File: src/rtl/json_string_escaper_defines.svh
// Assertion helpers for the JSON string escaper.
// Each check is sampled on the rising edge of clk and is off while rst_n is low.
`ifndef JSON_STRING_ESCAPER_DEFINES_SVH
`define JSON_STRING_ESCAPER_DEFINES_SVH

// Same-cycle implication.
`define JSESC_CHECK_NOW(name, ante, cons, msg) \
    name: assert property (@(posedge clk) disable iff (!rst_n) (ante) |-> (cons)) \
        else $error(msg);

// Next-cycle implication.
`define JSESC_CHECK_NEXT(name, ante, cons, msg) \
    name: assert property (@(posedge clk) disable iff (!rst_n) (ante) |=> (cons)) \
        else $error(msg);

`endif

File: src/rtl/jsesc_pkg.sv
`default_nettype none

package jsesc_pkg;

    localparam logic [7:0] CH_QUOTE  = 8'h22;
    localparam logic [7:0] CH_BSLASH = 8'h5C;
    localparam logic [7:0] CH_U      = 8'h75;

    // Character positions inside one \uxxxx escape
    localparam logic [2:0] DIG_BSLASH = 3'd0;
    localparam logic [2:0] DIG_U      = 3'd1;
    localparam logic [2:0] DIG_N3     = 3'd2;
    localparam logic [2:0] DIG_N2     = 3'd3;
    localparam logic [2:0] DIG_N1     = 3'd4;
    localparam logic [2:0] DIG_N0     = 3'd5;

    // Everything one item expands to, in output order:
    // opening quote, \uxxxx escapes, plain or two-char escape, closing quote.
    typedef struct packed {
        logic             open;
        logic [2:0]       hex_cnt;
        logic [3:0][15:0] hex;
        logic [1:0]       chr_cnt;
        logic [1:0][7:0]  chr;
        logic             close;
    } jsesc_job_t;

    typedef struct packed {
        logic [1:0] pend_cnt;
        logic [1:0] need_cnt;
    } jsesc_front_stat_t;

    function automatic logic job_busy(input jsesc_job_t j);
        return j.open || j.close || (j.hex_cnt != 3'd0) || (j.chr_cnt != 2'd0);
    endfunction

    function automatic logic [7:0] hex_digit(input logic [3:0] nib);
        if (nib < 4'd10)
        begin
            return 8'h30 + {4'h0, nib};
        end
        return 8'h57 + {4'h0, nib};
    endfunction

    // {hit, letter} for bytes with a two-character escape
    function automatic logic [8:0] esc_letter(input logic [7:0] c);
        case (c)
            8'h22:   return {1'b1, 8'h22};
            8'h5C:   return {1'b1, 8'h5C};
            8'h08:   return {1'b1, 8'h62};
            8'h0C:   return {1'b1, 8'h66};
            8'h0A:   return {1'b1, 8'h6E};
            8'h0D:   return {1'b1, 8'h72};
            8'h09:   return {1'b1, 8'h74};
            default: return 9'h000;
        endcase
    endfunction

    function automatic logic [7:0] lead_mask(input logic [1:0] need);
        case (need)
            2'd1:    return 8'h1F;
            2'd2:    return 8'h0F;
            2'd3:    return 8'h07;
            default: return 8'h7F;
        endcase
    endfunction

endpackage

`default_nettype wire

File: src/rtl/jsesc_front.sv
`default_nettype none

module jsesc_front
    import jsesc_pkg::*;
(
    input  wire logic              clk,
    input  wire logic              rst_n,
    input  wire logic              escape_utf8,
    input  wire logic              accept,
    input  wire logic [7:0]        in_byte,
    input  wire logic              has_byte,
    input  wire logic              first_of_string,
    input  wire logic              last_of_string,
    output jsesc_job_t             job,
    output logic                   job_nonempty,
    output jsesc_front_stat_t      stat
);

    logic [1:0] pend_cnt_reg, pend_cnt_next;
    logic [1:0] need_cnt_reg, need_cnt_next;
    logic [7:0] pend_bytes_reg [0:2];

    logic       pb_we;
    logic [1:0] pb_widx;
    logic [2:0] hc;
    logic       do_fresh;
    logic [8:0] esc;
    logic [1:0] need;
    logic [7:0] lead_m;
    logic [20:0] cp;
    logic [20:0] v;
    logic [7:0] view_byte;
    jsesc_job_t j;

    // Code point of a sequence that the current byte completes
    always_comb
    begin
        lead_m = pend_bytes_reg[0] & lead_mask(need_cnt_reg);
        case (pend_cnt_reg)
            2'd1:    cp = {7'h00, lead_m, in_byte[5:0]};
            2'd2:    cp = {1'b0, lead_m, pend_bytes_reg[1][5:0], in_byte[5:0]};
            2'd3:    cp = {lead_m[2:0], pend_bytes_reg[1][5:0], pend_bytes_reg[2][5:0],
                           in_byte[5:0]};
            default: cp = 21'h0;
        endcase
        v = cp - 21'h010000;
    end

    assign esc = esc_letter(in_byte);

    always_comb
    begin
        j             = '0;
        hc            = 3'd0;
        pb_we         = 1'b0;
        pb_widx       = 2'd0;
        need          = 2'd0;
        do_fresh      = 1'b0;
        view_byte     = 8'h00;
        pend_cnt_next = pend_cnt_reg;
        need_cnt_next = need_cnt_reg;

        if (first_of_string)
        begin
            j.open        = 1'b1;
            pend_cnt_next = 2'd0;
            need_cnt_next = 2'd0;
        end

        if (has_byte)
        begin
            if (pend_cnt_next == 2'd0)
            begin
                do_fresh = 1'b1;
            end
            else if (in_byte[7:6] == 2'b10)
            begin
                if (pend_cnt_next >= need_cnt_next)
                begin
                    if (cp[20:16] == 5'd0)
                    begin
                        j.hex[0] = cp[15:0];
                        hc       = 3'd1;
                    end
                    else
                    begin
                        j.hex[0] = 16'hD800 + {5'h00, v[20:10]};
                        j.hex[1] = 16'hDC00 | {6'h00, v[9:0]};
                        hc       = 3'd2;
                    end
                    pend_cnt_next = 2'd0;
                    need_cnt_next = 2'd0;
                end
                else
                begin
                    pb_we         = 1'b1;
                    pb_widx       = pend_cnt_next;
                    pend_cnt_next = pend_cnt_next + 2'd1;
                end
            end
            else
            begin
                // Broken sequence: escape what was held, then treat byte as new
                for (int k = 0; k < 3; k++)
                begin
                    if (2'(k) < pend_cnt_next)
                    begin
                        j.hex[hc[1:0]] = {8'h00, pend_bytes_reg[2'(k)]};
                        hc             = hc + 3'd1;
                    end
                end
                pend_cnt_next = 2'd0;
                need_cnt_next = 2'd0;
                do_fresh      = 1'b1;
            end
        end

        if (do_fresh)
        begin
            if (esc[8])
            begin
                j.chr_cnt = 2'd2;
                j.chr[0]  = CH_BSLASH;
                j.chr[1]  = esc[7:0];
            end
            else if (in_byte < 8'h20)
            begin
                j.hex[hc[1:0]] = {8'h00, in_byte};
                hc             = hc + 3'd1;
            end
            else if (escape_utf8 && in_byte[7])
            begin
                if (in_byte[7:5] == 3'b110)
                begin
                    need = 2'd1;
                end
                else if (in_byte[7:4] == 4'b1110)
                begin
                    need = 2'd2;
                end
                else if (in_byte[7:3] == 5'b11110)
                begin
                    need = 2'd3;
                end
                if (need == 2'd0)
                begin
                    j.hex[hc[1:0]] = {8'h00, in_byte};
                    hc             = hc + 3'd1;
                end
                else
                begin
                    pb_we         = 1'b1;
                    pb_widx       = 2'd0;
                    pend_cnt_next = 2'd1;
                    need_cnt_next = need;
                end
            end
            else
            begin
                j.chr_cnt = 2'd1;
                j.chr[0]  = in_byte;
            end
        end

        if (last_of_string)
        begin
            // Flush whatever is held, including a byte stored by this item
            for (int k = 0; k < 3; k++)
            begin
                if (2'(k) < pend_cnt_next)
                begin
                    view_byte = (pb_we && (pb_widx == 2'(k))) ? in_byte
                                                              : pend_bytes_reg[2'(k)];
                    j.hex[hc[1:0]] = {8'h00, view_byte};
                    hc             = hc + 3'd1;
                end
            end
            pend_cnt_next = 2'd0;
            need_cnt_next = 2'd0;
            j.close       = 1'b1;
        end

        j.hex_cnt = hc;
    end

    assign job           = j;
    assign job_nonempty  = job_busy(j);
    assign stat.pend_cnt = pend_cnt_reg;
    assign stat.need_cnt = need_cnt_reg;

    always_ff @(posedge clk or negedge rst_n)
    begin
        if (!rst_n)
        begin
            pend_cnt_reg <= 2'd0;
            need_cnt_reg <= 2'd0;
        end
        else if (accept)
        begin
            pend_cnt_reg <= pend_cnt_next;
            need_cnt_reg <= need_cnt_next;
        end
    end

    always_ff @(posedge clk)
    begin
        if (accept && pb_we)
        begin
            pend_bytes_reg[pb_widx] <= in_byte;
        end
    end

endmodule

`default_nettype wire

File: src/rtl/jsesc_queue.sv
`default_nettype none

module jsesc_queue
    import jsesc_pkg::*;
(
    input  wire logic        clk,
    input  wire logic        rst_n,
    input  wire logic        push,
    input  wire jsesc_job_t  push_job,
    input  wire logic        pop,
    output logic             head_valid,
    output jsesc_job_t       head_job,
    output logic             full,
    output logic [1:0]       count
);

    jsesc_job_t slot_reg [0:1];
    logic       wr_ptr_reg, wr_ptr_next;
    logic       rd_ptr_reg, rd_ptr_next;
    logic [1:0] count_reg, count_next;

    assign head_valid = (count_reg != 2'd0);
    assign head_job   = slot_reg[rd_ptr_reg];
    assign full       = (count_reg == 2'd2);
    assign count      = count_reg;

    always_comb
    begin
        wr_ptr_next = push ? ~wr_ptr_reg : wr_ptr_reg;
        rd_ptr_next = pop ? ~rd_ptr_reg : rd_ptr_reg;
        count_next  = count_reg + {1'b0, push} - {1'b0, pop};
    end

    always_ff @(posedge clk or negedge rst_n)
    begin
        if (!rst_n)
        begin
            wr_ptr_reg <= 1'b0;
            rd_ptr_reg <= 1'b0;
            count_reg  <= 2'd0;
        end
        else
        begin
            wr_ptr_reg <= wr_ptr_next;
            rd_ptr_reg <= rd_ptr_next;
            count_reg  <= count_next;
        end
    end

    always_ff @(posedge clk)
    begin
        if (push)
        begin
            slot_reg[wr_ptr_reg] <= push_job;
        end
    end

endmodule

`default_nettype wire

File: src/rtl/jsesc_back.sv
`default_nettype none

module jsesc_back
    import jsesc_pkg::*;
(
    input  wire logic        clk,
    input  wire logic        rst_n,
    input  wire logic        head_valid,
    input  wire jsesc_job_t  head_job,
    output logic             pop,
    output logic             out_valid,
    output logic [7:0]       out_char,
    output logic             end_of_run,
    input  wire logic        out_stall
);

    jsesc_job_t cur_reg, cur_next;
    logic [2:0] digit_reg, digit_next;
    logic       out_valid_reg;
    logic [7:0] out_char_reg;
    logic       end_reg;

    jsesc_job_t work;
    logic       busy;
    logic       avail;
    logic       adv;
    logic       step;
    logic [7:0] ch;
    logic       last;

    assign busy  = job_busy(cur_reg);
    assign work  = busy ? cur_reg : head_job;
    assign avail = busy || head_valid;
    assign adv   = !out_valid_reg || !out_stall;
    assign step  = adv && avail;
    assign pop   = step && !busy;

    // Emit the first thing still owed by the job, retire it
    always_comb
    begin
        cur_next   = work;
        digit_next = digit_reg;
        ch         = CH_QUOTE;
        if (work.open)
        begin
            cur_next.open = 1'b0;
        end
        else if (work.hex_cnt != 3'd0)
        begin
            case (digit_reg)
                DIG_BSLASH: ch = CH_BSLASH;
                DIG_U:      ch = CH_U;
                DIG_N3:     ch = hex_digit(work.hex[0][15:12]);
                DIG_N2:     ch = hex_digit(work.hex[0][11:8]);
                DIG_N1:     ch = hex_digit(work.hex[0][7:4]);
                DIG_N0:     ch = hex_digit(work.hex[0][3:0]);
                default:    ch = CH_BSLASH;
            endcase
            if (digit_reg == DIG_N0)
            begin
                cur_next.hex     = {16'h0000, work.hex[3:1]};
                cur_next.hex_cnt = work.hex_cnt - 3'd1;
                digit_next       = DIG_BSLASH;
            end
            else
            begin
                digit_next = digit_reg + 3'd1;
            end
        end
        else if (work.chr_cnt != 2'd0)
        begin
            ch               = work.chr[0];
            cur_next.chr     = {8'h00, work.chr[1]};
            cur_next.chr_cnt = work.chr_cnt - 2'd1;
        end
        else
        begin
            cur_next.close = 1'b0;
        end
        last = !job_busy(cur_next);
    end

    always_ff @(posedge clk or negedge rst_n)
    begin
        if (!rst_n)
        begin
            cur_reg       <= '0;
            digit_reg     <= DIG_BSLASH;
            out_valid_reg <= 1'b0;
        end
        else
        begin
            if (step)
            begin
                cur_reg   <= cur_next;
                digit_reg <= digit_next;
            end
            if (adv)
            begin
                out_valid_reg <= avail;
            end
        end
    end

    always_ff @(posedge clk)
    begin
        if (step)
        begin
            out_char_reg <= ch;
            end_reg      <= last;
        end
    end

    assign out_valid  = out_valid_reg;
    assign out_char   = out_char_reg;
    assign end_of_run = end_reg;

endmodule

`default_nettype wire

File: src/rtl/json_string_escaper.sv
// Streaming JSON string escaper.
// Input channel (in_valid / in_stall): one item per handshake, carrying at most one
// string byte plus first_of_string and last_of_string marks. Output channel
// (out_valid / out_stall): one character of the quoted, escaped string per item
// moved; end_of_run marks the last character caused by an input item. An item that
// only buffers a UTF-8 lead or continuation byte causes no characters at all.
// Config (cfg_valid / cfg_ready / cfg_data): the UTF-8 escape mode, always ready;
// write it only while no characters are outstanding.
// Path: an accepted item is written into a queue slot; its first character is then
// registered in the output register. Characters per item: one for plain ASCII, two
// for a short escape, six per \uxxxx, up to 25 for four flushed escapes of a broken
// sequence plus the closing quote. The back end has a single output register; the
// two-entry queue between front and back lets plain text stream at one item per
// cycle while out_stall stays low.
// Reset: clears the queue, the UTF-8 buffer state, the back end's job and output
// valid flag, and turns the escape mode off. A stalled receiver holds the output
// item; in_stall rises once the queue is full.
`default_nettype none

`include "json_string_escaper_defines.svh"

module json_string_escaper
    import jsesc_pkg::*;
(
    input  wire logic        clk,
    input  wire logic        rst_n,

    input  wire logic        cfg_valid,
    output logic             cfg_ready,
    input  wire logic        cfg_data,

    input  wire logic        in_valid,
    output logic             in_stall,
    input  wire logic [7:0]  in_byte,
    input  wire logic        has_byte,
    input  wire logic        first_of_string,
    input  wire logic        last_of_string,

    output logic             out_valid,
    input  wire logic        out_stall,
    output logic [7:0]       out_char,
    output logic             end_of_run
);

    logic              escape_utf8_reg;
    logic              in_accept;
    jsesc_job_t        front_job;
    logic              front_nonempty;
    jsesc_front_stat_t front_stat;
    logic              q_push;
    logic              q_pop;
    logic              q_head_valid;
    jsesc_job_t        q_head_job;
    logic              q_full;
    logic [1:0]        q_count;

    // Config register: always ready, take the write on the handshake
    assign cfg_ready = 1'b1;

    always_ff @(posedge clk or negedge rst_n)
    begin
        if (!rst_n)
        begin
            escape_utf8_reg <= 1'b0;
        end
        else if (cfg_valid && cfg_ready)
        begin
            escape_utf8_reg <= cfg_data;
        end
    end

    // Hold the input whenever the queue cannot take another job
    assign in_stall  = q_full;
    assign in_accept = in_valid && !in_stall;
    // Drop items that expand to nothing; they only update the UTF-8 buffer
    assign q_push    = in_accept && front_nonempty;

    jsesc_front u_front (
        .clk             (clk),
        .rst_n           (rst_n),
        .escape_utf8     (escape_utf8_reg),
        .accept          (in_accept),
        .in_byte         (in_byte),
        .has_byte        (has_byte),
        .first_of_string (first_of_string),
        .last_of_string  (last_of_string),
        .job             (front_job),
        .job_nonempty    (front_nonempty),
        .stat            (front_stat)
    );

    jsesc_queue u_queue (
        .clk        (clk),
        .rst_n      (rst_n),
        .push       (q_push),
        .push_job   (front_job),
        .pop        (q_pop),
        .head_valid (q_head_valid),
        .head_job   (q_head_job),
        .full       (q_full),
        .count      (q_count)
    );

    jsesc_back u_back (
        .clk        (clk),
        .rst_n      (rst_n),
        .head_valid (q_head_valid),
        .head_job   (q_head_job),
        .pop        (q_pop),
        .out_valid  (out_valid),
        .out_char   (out_char),
        .end_of_run (end_of_run),
        .out_stall  (out_stall)
    );

    // Buffered bytes never outrun what the lead byte asked for
    `JSESC_CHECK_NOW(a_pend_within_need, 1'b1, front_stat.pend_cnt <= front_stat.need_cnt, "pending count exceeds needed count")
    // A lead is buffered exactly when a sequence is open
    `JSESC_CHECK_NOW(a_pend_need_pair, 1'b1, (front_stat.pend_cnt == 2'd0) == (front_stat.need_cnt == 2'd0), "pending and needed counts disagree")
    // Queued work reaches the output on the next cycle when not stalled
    `JSESC_CHECK_NEXT(a_queue_drains, (q_count != 2'd0) && !out_stall, out_valid, "queued job did not produce output")

endmodule

`default_nettype wire
File: config.mk
export PLATFORM = sky130hd
export DESIGN_NAME = json_string_escaper
export DESIGN_NICKNAME = d
export VERILOG_FILES = /design/src/rtl/jsesc_pkg.sv /design/src/rtl/jsesc_front.sv /design/src/rtl/jsesc_queue.sv /design/src/rtl/jsesc_back.sv /design/src/rtl/json_string_escaper.sv
export VERILOG_INCLUDE_DIRS = /design/src /design/src/rtl
export SDC_FILE = /design/constraint.sdc
export NUM_CORES = 1
export LEC_CHECK = 0
export BUFFER_PORTS_ARGS = -buffer_cell sky130_fd_sc_hd__clkbuf_2
export CORE_ASPECT_RATIO = 1.2
export CORE_MARGIN = 2
export CORE_UTILIZATION = 50
export DETAILED_ROUTE_END_ITERATION = 12
export HOLD_SLACK_MARGIN = 0.12
export PLACE_DENSITY = 0.71
export SLEW_MARGIN = 15
export SYNTH_ARGS = -nofsm -noshare
export SYNTH_HDL_FRONTEND = slang
export SYNTH_SLANG_ARGS = --single-unit
File: constraint.sdc
create_clock -name clk -period 9.1 [get_ports clk]
set_input_delay 1.82 -clock clk [delete_from_list [all_inputs] [get_ports clk]]
set_output_delay 1.82 -clock clk [all_outputs]
set_load 0.05 [all_outputs]
# ---- Word-level counts from Yosys, hierarchy flattened
# Memory sizes are Yosys's and may differ from the RTL's.
# Cells that the tools add are included.
dict set report totals {
  regBits 108
  memories 2
  elab_cells 313
  ramBits 198
}
# memory words width rd rd_ports_with_merged_regs write_ports line
set memory_table {}
lappend memory_table {u_queue.slot_reg 2 87 1 0 1 jsesc_queue.sv:17} ;# jsesc_job_t slot_reg [0:1];
lappend memory_table {u_front.pend_bytes_reg 3 8 3 0 1 jsesc_front.sv:21} ;# logic [7:0] pend_bytes_reg [0:2];
dict set report classes {
  n_reduce_logical 43
  n_eq_ne 25
  n_mux 174
  n_bitwise 4
  magnitude_cmp 24
  add_sub_neg 22
}
# operator n
set ops {}
lappend ops {{64-bit 2-to-1 mux} 17}
lappend ops {{64-bit bitwise mux} 6}
lappend ops {{16-bit demux with 2-bit select} 6}
lappend ops {{16-bit 2-to-1 mux} 11}
lappend ops {{8-bit 2-to-1 mux} 18}
lappend ops {{67-bit 2-to-1 mux} 2}
lappend ops {{32-bit 2-to-1 mux} 3}
lappend ops {{87-bit 2-to-1 mux} 1}
lappend ops {{86-bit 2-to-1 mux} 1}
lappend ops {{2-bit 2-to-1 mux} 41}
lappend ops {{82-bit 2-to-1 mux} 1}
lappend ops {{3-bit 2-to-1 mux} 24}
lappend ops {{21-bit one-hot mux with 3 select lines} 1}
lappend ops {{9-bit one-hot mux with 7 select lines} 1}
lappend ops {{8-bit by 4-bit == test with 1-bit output (second input constant)} 5}
lappend ops {{8-bit one-hot mux with 5 select lines} 1}
lappend ops {{1-bit 2-to-1 mux} 37}
lappend ops {{7-bit by 4-bit adder with 8-bit output (first input constant)} 4}
lappend ops {{6-bit by 4-bit adder with 7-bit output (first input constant)} 4}
lappend ops {{3-bit by 1-bit adder with 3-bit output (second input constant)} 7}
lappend ops {{7-bit one-hot mux with 3 select lines} 1}
lappend ops {{21-bit by 17-bit subtractor with 21-bit output (second input constant)} 1}
lappend ops {{19-bit 2-to-1 mux} 1}
lappend ops {{2-bit by 3-bit less-than comparator with 1-bit output (second input constant)} 6}
lappend ops {{32 further kinds} 92}

# ---- Longest topological paths before layout
# Gate-level depths: netlist of the first run.
dict set report depth {
  word_depth 37
  mapped_depth 29
}

# ---- Modules after synthesis
# Synthesis of the first run repeated with hierarchy kept, for this count alone.
dict set report hier_totals {
  cells_unflattened 1648
  hier_area_um2 17387.9
}
# module instances cells_per_inst area_each_um2 seq_area_each_um2
set modules_own_cells {}
lappend modules_own_cells {jsesc_queue 1 286 6553.8 5325.1}
lappend modules_own_cells {jsesc_back 1 705 5889.4 2522.4}
lappend modules_own_cells {jsesc_front 1 651 4878.4 820.8}
lappend modules_own_cells {json_string_escaper 1 6 66.3 25.0}

# ---- Least setup slack after synthesis of the first run
# OpenSTA, ideal clock, no wires.
dict set report synth_timing {
  kind {input to register}
  startpoint {in first_of_string}
  endpoint {mem u_queue.slot_reg[0][0] (netlist name) (enable)}
  arrival_ns 8.941
  setup_slack_ns -0.335
  path_stages 25
  required_ns 8.606
  cell_sequence {nor2b_1 clkbuf_1 inv_1 ha_1 nand2b_1 buf_2 nor3_1 a22oi_2 inv_1 ha_1 mux2i_1 ha_1 a21o_1 ha_1 nand2_1 o211ai_2 ha_1 nand2_1 nand2_1 o211a_1 o211ai_1 o211a_1 xnor2_1 o21ba_2 nor2b_1}
}
# item line
set synth_rtl {}
lappend synth_rtl {{start, declared} json_string_escaper.sv:36} ;# input wire logic first_of_string,
lappend synth_rtl {{end, declared} jsesc_queue.sv:17}

==> results of run 1 <==
-- cells in the mapped netlist (all sizes together), types with 3 or more instances --
library cell	count	share of area
nand2	219	0.055
nor2	194	0.049
edfxtp	161	0.32
a21oi	124	0.042
o21ai	107	0.036
dfrtp	99	0.17
mux2i	95	0.063
clkbuf	69	0.017
buf	45	0.015
ha	32	0.027
nand3	32	0.011
inv	26	0.0065
and2	24	0.010
and3	22	0.0092
o211ai	20	0.010
o31ai	20	0.010
a22o	19	0.011
a22oi	19	0.0098
mux2	19	0.014
a31oi	18	0.0075
nor3	18	0.0071
xnor2	14	0.0087
nor2b	13	0.0054
a211oi	12	0.0060
nand2b	12	0.0060
o221ai	11	0.0064
a221oi	10	0.0058
a311oi	10	0.0058
o21a	10	0.0050
nor4	8	0.0033
xor2	8	0.0047
o22ai	7	0.0029
or2	7	0.0029
a32o	6	0.0040
or3	6	0.0025
a21o	4	0.0020
a32oi	4	0.0023
nand3b	4	0.0020
nand4	4	0.0017
nor3b	4	0.0020
o31a	4	0.0023
a2111oi	3	0.0022
nor4b	3	0.0022
o211a	3	0.0020
-- how the worst min path moves through the flow --
| stage | to | slack [ns] | cells past startpoint | start |
|---|---|---|---|---|
| floorplan | u_back.cur_reg[19] | 0.44 | 2 | u_back.cur_reg[19] |
| global placement | u_back.cur_reg[25] | 0.45 | 2 | u_back.cur_reg[25] |
| detailed placement | u_back.cur_reg[33] | 0.46 | 2 | u_back.cur_reg[33] |
| CTS | u_back.cur_reg[26] | 0.47 | 2 | u_back.cur_reg[26] |
| global route | u_back.cur_reg[16] | 0.49 | 1 | u_back.cur_reg[16] |
| finish | u_back.cur_reg[26] | 0.47 | 2 | u_back.cur_reg[26] |
-- placed cells by master, fill, tap and decap left out, types with 20 or more instances in the layout --
| master | instances |
|---|---|
| clkbuf_16 | 31 |
| nand2_1 | 218 |
| o21ai_0 | 83 |
| and2_1 | 23 |
| buf_4 | 21 |
| nor2_1 | 193 |
| clkbuf_2 | 26 |
| edfxtp_1 | 161 |
| ha_1 | 32 |
| o21ai_1 | 23 |
| dfrtp_1 | 98 |
| o31ai_1 | 20 |
| nand3_1 | 32 |
| a21oi_1 | 123 |
| and3_1 | 22 |
| mux2i_1 | 95 |
| inv_1 | 24 |
-- metrics by stage --
step	instance area [sq um]	utilization
global placement	15400	0.521
finish	16400	0.555
CTS	16400	0.555
floorplan	15000	-
global route	16400	0.555
detailed placement	15400	0.521
-- cell families after synthesis --
family | count (synthesis) | synth area share
flip-flops | 260 | 0.488
XOR/XNOR | 22 | 0.0134
buffers and inverters | 141 | 0.0395
other | 1 | 0.000250
adder cells (fa/ha/maj) | 32 | 0.0267
multiplexers | 114 | 0.0777
AO/OA/AOI/OAI | 427 | 0.183
AND/OR/NAND/NOR | 576 | 0.172
-- metal layers --
metal  track usage  up-vias  share of wire
li1              -     5660              -
met1         0.365     5875           0.41
met2         0.442      510           0.47
met3        0.0321      154          0.062
met4         0.133        0          0.056
met5             0        -              0
-- power groups by stage --
| stage | clock (mW) | sequential (mW) | combinational, mW |
|---|---|---|---|
| after global routing | 1.27 | 1.73 | 1.72 |
| final | 1.19 | 1.70 | 1.55 |
| after global placement | 0 | 1.71 | 1.51 |
| after detailed placement | 0 | 1.72 | 1.54 |
| after CTS | 1.21 | 1.70 | 1.54 |
| after floorplan | 0 | 1.73 | 1.12 |
-- final cells by class --
cell class / count / area share
clock inverter: 14 / 0.00993
sequential: 260 / 0.447
tap: 390 / 0.0298
multi-input combinational: 1172 / 0.435
clock buffer: 38 / 0.0502
timing repair buffer: 51 / 0.0225
inverter: 27 / 0.00619
-- worst max-delay path, delay by kind of cell --
family	cells	cell delay (ns)
and+or+nand+nor	7	2.00
adders and majority gates	5	1.35
AOI/OAI and AO/OA	7	1.33
buffers and inverters	4	0.86
muxes	1	0.27
xor gates and xnor gates	1	0.21
==> impl_metrics.tcl, run 1 <==
set metrics [dict create \
    regArea_sq_um 7320 \
    fin_skew_ns 0.0145 \
    rsz0062_at_grt "false" \
    synth-edff-count 161 \
    syn_to_final_growth_pct 9.27 \
    hold_violations 0 \
    p_clk_frac 0.269 \
    rrSetupSlack_ns 2.21 \
    max-clock-path-buffers 3 \
    swShare 0.369 \
    seq_power_share 0.383 \
    initial_utilization 0.508 \
    port_buffers 27 \
    combPwrFrac 0.348 \
    synth.distinct_cells 78 \
    cts_hold_repair.buffers 0 \
    grtUsageTotal 0.273 \
    crit_path_max_incr_delay_ns 0.55 \
    synth_fp_nets 1622 \
    ys_seq_area_frac 0.488 \
    r2r-start "u_front.pend_cnt_reg[1]" \
    cts_setup_buffers 0 \
    via_per_inst 6.25 \
    p_switching_mw 1.63 \
    routedWlPerCell_microns 21.8 \
    fin_crit_ns 7.65 \
    place_inst 1900 \
    cts-root-buf "clkbuf_16" \
    r2r_end "u_queue.slot_reg[0][3]" \
    cp.required_ns 9.35 \
    path_clk_slew_ns 0.06 \
    cts_tree "yes" \
    dieArea_sq_um 31400 \
    drt_iter0_drc 1329 \
    p_int_mw 2.80 \
    grt_overflow 0 \
    first_global_vias 11900 \
    p_per_area_nw_per_um2 271 \
    numCtsBuffers 28 \
    path_max_fanout 16 \
    core_region_area_sq_um 29500 \
    cp_data_arrival_time_ns 7.90 \
    critPathLaunchType "input pin" \
    final_nets 1589 \
    critPathLaunch "first_of_string" \
    cts_resized 0 \
    cts_sinks 260 \
    fill_cells 2628 \
    drive_gt1_frac 0.0922 \
    antenna_found_initial 0 \
    reg2reg_depth 25 \
    crit_path_top_delay_cell "nor2b_4" \
    io_pins 29 \
    ys.flop_type "edfxtp_1" \
    leakagePower_nw 6.49 \
    cp_common_cell "ha_1" \
    setup_violations 0 \
    hp-class "reg2reg" \
    postRouteAntennaNets 0 \
    fp.dieH_microns 194 \
    fmax_mhz 131 \
    place_hpwl_mm 30.0 \
    relSlewSlack 0.337 \
    drc 0 \
    antenna_cells 0 \
    finalPower_mw 4.44 \
    grt_first_pass_wirelength_mm 67.3 \
    setup_tns_ns 0 \
    tightest_slew_ns 0.991 \
    holdWs_ns 0.474 \
    drv_slew 0 \
    postSynthCellCount 1573 \
    die_w_microns 162 \
    fin_crit_sh 0.840 \
    dp_slack_ns 0.880 \
    multi_input_comb_area_sq_um 7120 \
    wirelength_mm 42.6 \
    outcome "finished, final reports clean" \
    async_flop_share 0.381 \
    synth_area_sq_um 15000 \
    vias 12200 \
    max-vdd-ir-drop_mv 0.209 \
    synth_seq_cells 260 \
    end_kind "register" \
    grt_max_degree 91 \
    setup.worst_path.end "u_queue.slot_reg[0][3]" \
    final-instance-count-excl-fill 1952 \
    fin_ws_ns 1.45 \
    h-tree-depth 1 \
    yosys_warnings 0 \
    num_rows 69 \
    largest_register_ffs 128 \
    drv_cap 0 \
    clock_latency_ns 0.55 \
    firstDrtPassIters 5 \
    postSynthAreaPerCell_sq_um 9.53 \
    place.gp.congestion 0.978 \
    crit_type "in2reg" \
]
Note: power is estimated with default switching activity, not from simulation.
==> run 2: changes to the inputs <==
ABC_AREA = 1   (was default)
PLACE_DENSITY = 0.73   (was 0.71)
clock period = 6.7 ns   (was 9.1 ns; I/O delays follow)
==> run 2 against run 1 <==
  * Synthesized cell count rose by 13%
  * Combinational power rose by 47%
  * Count of clock-buffer cells in the layout fell by 4
  * Sequential share of layout area fell by 0.58 points
  * Die area barely moved
  * Highest routed layer unchanged
  * Non-clock buffer count rose by 24
  * Core utilization rose by 0.72 points
  * Worst hold slack improved by 0.0079 ns
==> impl_metrics.tcl, run 2 <==
set metrics [dict create \
    fin_crit_sh 0.881 \
    routedWlPerCell_microns 21.7 \
    postSynthAreaPerCell_sq_um 8.44 \
    post_dp_cell_area_sq_um 15700 \
    setup_tns_ns 0 \
    yosys_warnings 0 \
    final_nets 1849 \
    largest_register_ffs 128 \
    end_kind "register" \
    max-clock-path-buffers 3 \
    async_flop_share 0.381 \
    synthTopCellsByArea "edfxtp_1 (32%), dfrtp_1 (17%), nand2_1 (9.0%)" \
    path_clk_slew_ns 0.06 \
    postRouteAntennaNets 0 \
    initial_utilization 0.507 \
    layout_common_cells "nand2_1 (358), o21ai_0 (224), nor2_1 (207)" \
    synth-edff-count 161 \
    drv_cap 0 \
    fin_crit_ns 5.90 \
    holdWs_ns 0.482 \
    yosysMostFrequentCell "nand2_1" \
    cts_resized 0 \
    place.gp.congestion 1.00 \
    p_per_area_nw_per_um2 375 \
    synth.distinct_cells 67 \
    syn_to_final_growth_pct 10.8 \
    crit_type "in2reg" \
    synth_top_area_share 0.323 \
    grt_overflow 0 \
    final_common_cell "nand2_1" \
    fin_ws_ns 0.800 \
    fmax_mhz 169 \
    die_w_microns 162 \
    io_pins 29 \
    dp_slack_ns 0.271 \
    drv_slew 0 \
    cts-root-buf "clkbuf_16" \
    yosys.area.top_type "edfxtp_1" \
    synth_area_sq_um 15000 \
    vias 13300 \
    cp.required_ns 6.95 \
    crit_path_top_delay_cell "nand4_1" \
    cts_tree "yes" \
    setup_violations 0 \
    place_hpwl_mm 34.9 \
    core_region_area_sq_um 29500 \
    critPathBufInv 9 \
    first_global_vias 12800 \
    cp_data_arrival_time_ns 6.15 \
    cp_top_family "simple AND/OR/NAND/NOR gates" \
    synth_fp_nets 1824 \
    finalPower_mw 6.22 \
    yosys-top-cells-count "nand2_1 (358), o21ai_0 (224), nor2_1 (208)" \
    tightest_slew_ns 1.13 \
    wirelength_mm 47.9 \
    numCtsBuffers 27 \
    cts_setup_buffers 0 \
    cp_common_cell "nand2_1" \
    antenna_found_initial 0 \
    rsz0062_at_grt "false" \
    hold_violations 0 \
    critPathLaunchType "input pin" \
    fp.dieH_microns 194 \
    cts_sinks 260 \
    hp-class "reg2reg" \
    port_buffers 27 \
    final_area_sq_um 16600 \
    outcome "finished, final reports clean" \
    postSynthCellCount 1775 \
    grt_max_degree 100 \
    drc 0 \
    ys_seq_area_frac 0.488 \
    via_per_inst 6.03 \
    clock_latency_ns 0.55 \
    firstDrtPassIters 5 \
    grtUsageTotal 0.307 \
    drive_gt1_frac 0.106 \
    antenna_cells 0 \
    h-tree-depth 1 \
    cts_hold_repair.buffers 0 \
    dieArea_sq_um 31400 \
    grt_first_pass_wirelength_mm 74.4 \
    ys.flop_type "edfxtp_1" \
    relSlewSlack 0.237 \
    path_max_fanout 64 \
    crit_path_max_incr_delay_ns 0.36 \
    synth_seq_cells 260 \
    fin_skew_ns 0.0165 \
    leakagePower_nw 7.20 \
    num_rows 69 \
    drt_iter0_drc 1802 \
    max-vdd-ir-drop_mv 0.294 \
]
## run 2: cell families (layout without fill, tap and decap cells)
group	count (synthesis)	in the layout	synth area share
AND/OR/NAND/NOR	689	689	0.198
XOR/XNOR	9	9	0.00526
other	1	1	0.000250
buffers and inverters	263	308	0.0694
flip-flops	260	260	0.488
adder cells (fa/ha/maj)	32	32	0.0267
AO/OA/AOI/OAI	521	521	0.212
## run 2: final timing paths
kind | from | endpoint | slack [ns] | cells past startpoint
min | u_back.cur_reg[5] | u_back.cur_reg[5] | 0.48 | 2
max in group asynchronous | rst_n | u_back.cur_reg[54] | 4.79 | 2
max | first_of_string | u_queue.slot_reg[0][55] | 0.80 | 30
max reg2reg | u_front.pend_cnt_reg[0] | u_queue.slot_reg[0][55] | 1.07 | 31
min in group asynchronous | rst_n | u_back.cur_reg[65] | 0.82 | 1
min reg2reg | u_back.cur_reg[5] | u_back.cur_reg[5] | 0.48 | 2
## run 2: layout make-up
| cell class | instances | area (sq um) |
|---|---|---|
| fillers | 2682 | 12900 |
| well taps | 390 | 488 |
| clock inverters | 15 | 185 |
| flip-flops and latches | 260 | 7310 |
| multi-input cells | 1252 | 6640 |
| clock buffers | 34 | 733 |
| inverters | 184 | 706 |
| repair buffers | 75 | 523 |
## run 2: worst min-delay path, cell delays in order, from the launching register on
cell and delay [ns]:
dfrtp_1 0.34, nand2_1 0.05, nand2_1 0.06
## run 2: through the flow
stage,util,std cells
after floorplan,-,1775
after global placement,0.531,2161
after detailed placement,0.531,2161
after CTS,0.562,2210
after global routing,0.562,2210
final,0.562,2210
## run 2: power breakdown
group          switching, mW  leakage (nW)  internal (mW)
Sequential             0.203          2.79           2.17
Clock                  0.638         0.452          0.931
Combinational           1.58          3.95          0.701
## run 2: per-layer routing
layer / vias to the layer above / global-route usage / part of all wire
met5: - / 0 / 0
met4: 0 / 0.144 / 0.052
met3: 129 / 0.0349 / 0.061
met2: 599 / 0.501 / 0.48
met1: 6406 / 0.412 / 0.41
li1: 6198 / - / -
==> run 3: changes to the inputs <==
CORE_MARGIN = 4   (was 2)
==> run 3 against run 2 <==
  * Combinational power barely moved
  * Flip-flop and latch count did not move
  * Sequential share of layout area rose by 0.090 points
  * Worst hold slack got worse by 0.0022 ns
  * Cell count barely moved
  * Die area rose by 4.6%
  * Register-to-register slack got worse by 0.08 ns
  * Sequential power barely moved
  * Critical path depth rose by 5
  * Core utilization fell by 0.28 points
  * Highest routed layer unchanged
==> impl_metrics.tcl, run 3 (synthesis results as in run 2) <==
set metrics [dict create \
    place_inst 2161 \
    max-vdd-ir-drop_mv 0.314 \
    fmax_mhz 175 \
    fin_skew_ns 0.0221 \
    grt_max_degree 96 \
    drive_gt1_frac 0.107 \
    rrSetupSlack_ns 0.99 \
    layout_common_cells "nand2_1 (358), o21ai_0 (224), nor2_1 (207)" \
    cp.required_ns 6.89 \
    drv_slew 0 \
    p_per_area_nw_per_um2 370 \
    port_buffers 27 \
    finalPower_mw 6.12 \
    final-instance-count-excl-fill 2209 \
    initial_utilization 0.506 \
    rsz0062_at_grt "false" \
    setup_tns_ns 0 \
    outcome "finished, final reports clean" \
    grt_first_pass_wirelength_mm 71.4 \
    leakagePower_nw 7.16 \
    tightest_slew_ns 1.08 \
    cp_common_cell "nand2_1" \
    io_pins 29 \
    fp.dieH_microns 198 \
    drt_iter0_drc 1424 \
    drc 0 \
    fin_crit_sh 0.853 \
    place_hpwl_mm 34.0 \
    num_rows 69 \
    drv_cap 0 \
    setup.worst_path.end "u_queue.slot_reg[1][71]" \
    die_w_microns 166 \
    path_max_fanout 49 \
    cts_resized 0 \
    crit_path_max_incr_delay_ns 0.39 \
    path_clk_slew_ns 0.06 \
    syn_to_final_growth_pct 10.5 \
    wirelength_mm 46.3 \
    hold_violations 0 \
    final_nets 1849 \
    antenna_found_initial 0 \
    r2r-start "u_front.pend_cnt_reg[0]" \
    first_global_vias 12500 \
    vias 13000 \
    via_per_inst 5.89 \
    cts_tree "yes" \
    largest_register_ffs 128 \
    dieArea_sq_um 32800 \
    max-clock-path-buffers 3 \
    routedWlPerCell_microns 21.0 \
    postRouteAntennaNets 0 \
    setup_violations 0 \
    cts_sinks 260 \
    final_common_cell "nand2_1" \
    fin_crit_ns 5.71 \
    critPathLaunchType "register" \
    cp_data_arrival_time_ns 5.91 \
    crit_path_top_delay_cell "dfrtp_1" \
    cts_hold_repair.buffers 0 \
    place.gp.congestion 1.04 \
    cts_setup_buffers 0 \
    reg2reg_depth 35 \
    hp-class "reg2reg" \
    grt_overflow 0 \
    firstDrtPassIters 6 \
    cts-root-buf "clkbuf_16" \
    core_region_area_sq_um 29600 \
    r2r_end "u_queue.slot_reg[1][71]" \
    clock_latency_ns 0.53 \
    relSlewSlack 0.275 \
    crit_type "reg2reg" \
    critPathLaunch "u_front.pend_cnt_reg[0]" \
    antenna_cells 0 \
    grtUsageTotal 0.276 \
    h-tree-depth 1 \
    end_kind "register" \
    numCtsBuffers 27 \
]
==> run 3: through the flow <==
stage	instance area (sq um)	setup slack, ns	utilization	hold WS (ns)
after global placement	15700	0.571	0.529	0.458
after CTS	16600	0.991	0.559	0.476
after global routing	16600	0.482	0.559	0.502
final	16600	0.987	0.559	0.479
after detailed placement	15700	0.459	0.529	0.462
after floorplan	15000	0.177	-	0.442
==> run 3: area by class of cell <==
class	instances	area, sq um
Inverter	184	706
Clock inverter	14	173
Multi-Input combinational cell	1252	6640
Sequential cell	260	7310
Clock buffer	34	712
Tap cell	390	488
Fill cell	2698	13100
Timing Repair Buffer	75	523
==> run 3: worst max-delay path, delay by kind of cell, from the launching register on <==
| family | cells | cell delay (ns) |
|---|---|---|
| adders and majority gates | 5 | 1.29 |
| buffers and inverters | 9 | 0.96 |
| DFF | 1 | 0.39 |
| AOI/OAI and AO/OA | 1 | 0.31 |
| and+or+nand+nor | 20 | 2.38 |
==> run 3: routing by layer <==
| metal | GRT usage | vias to the layer above | routed length (microns) |
|---|---|---|---|
| met3 | 0.0312 | 179 | 2800 |
| met5 | 0 | - | 0 |
| met1 | 0.345 | 6091 | 18200 |
| li1 | - | 6194 | - |
| met4 | 0.150 | 0 | 3240 |
| met2 | 0.473 | 545 | 22100 |
==> run 3: worst min path at each step <==
| stage | startpoint | end | depth (start not counted) | slack, ns |
|---|---|---|---|---|
| 3_3_place_gp | u_back.cur_reg[4] | u_back.cur_reg[4] | 2 | 0.46 |
| 4_1_cts | u_queue.wr_ptr_reg | u_queue.wr_ptr_reg | 2 | 0.48 |
| 5_1_grt | u_back.cur_reg[5] | u_back.cur_reg[5] | 2 | 0.50 |
| 3_5_place_dp | u_queue.wr_ptr_reg | u_queue.wr_ptr_reg | 2 | 0.46 |
| 2_1_floorplan | u_queue.wr_ptr_reg | u_queue.wr_ptr_reg | 2 | 0.44 |
| 6_report | u_queue.wr_ptr_reg | u_queue.wr_ptr_reg | 2 | 0.48 |
==> run 3: report_power, final <==
| group | leakage (nW) | switching [mW] | total, mW | internal, mW |
|---|---|---|---|---|
| clock network | 0.424 | 0.621 | 1.50 | 0.874 |
| registers | 2.79 | 0.173 | 2.34 | 2.17 |
| logic | 3.95 | 1.58 | 2.29 | 0.705 |
| total | 7.16 | 2.38 | 6.12 | 3.75 |
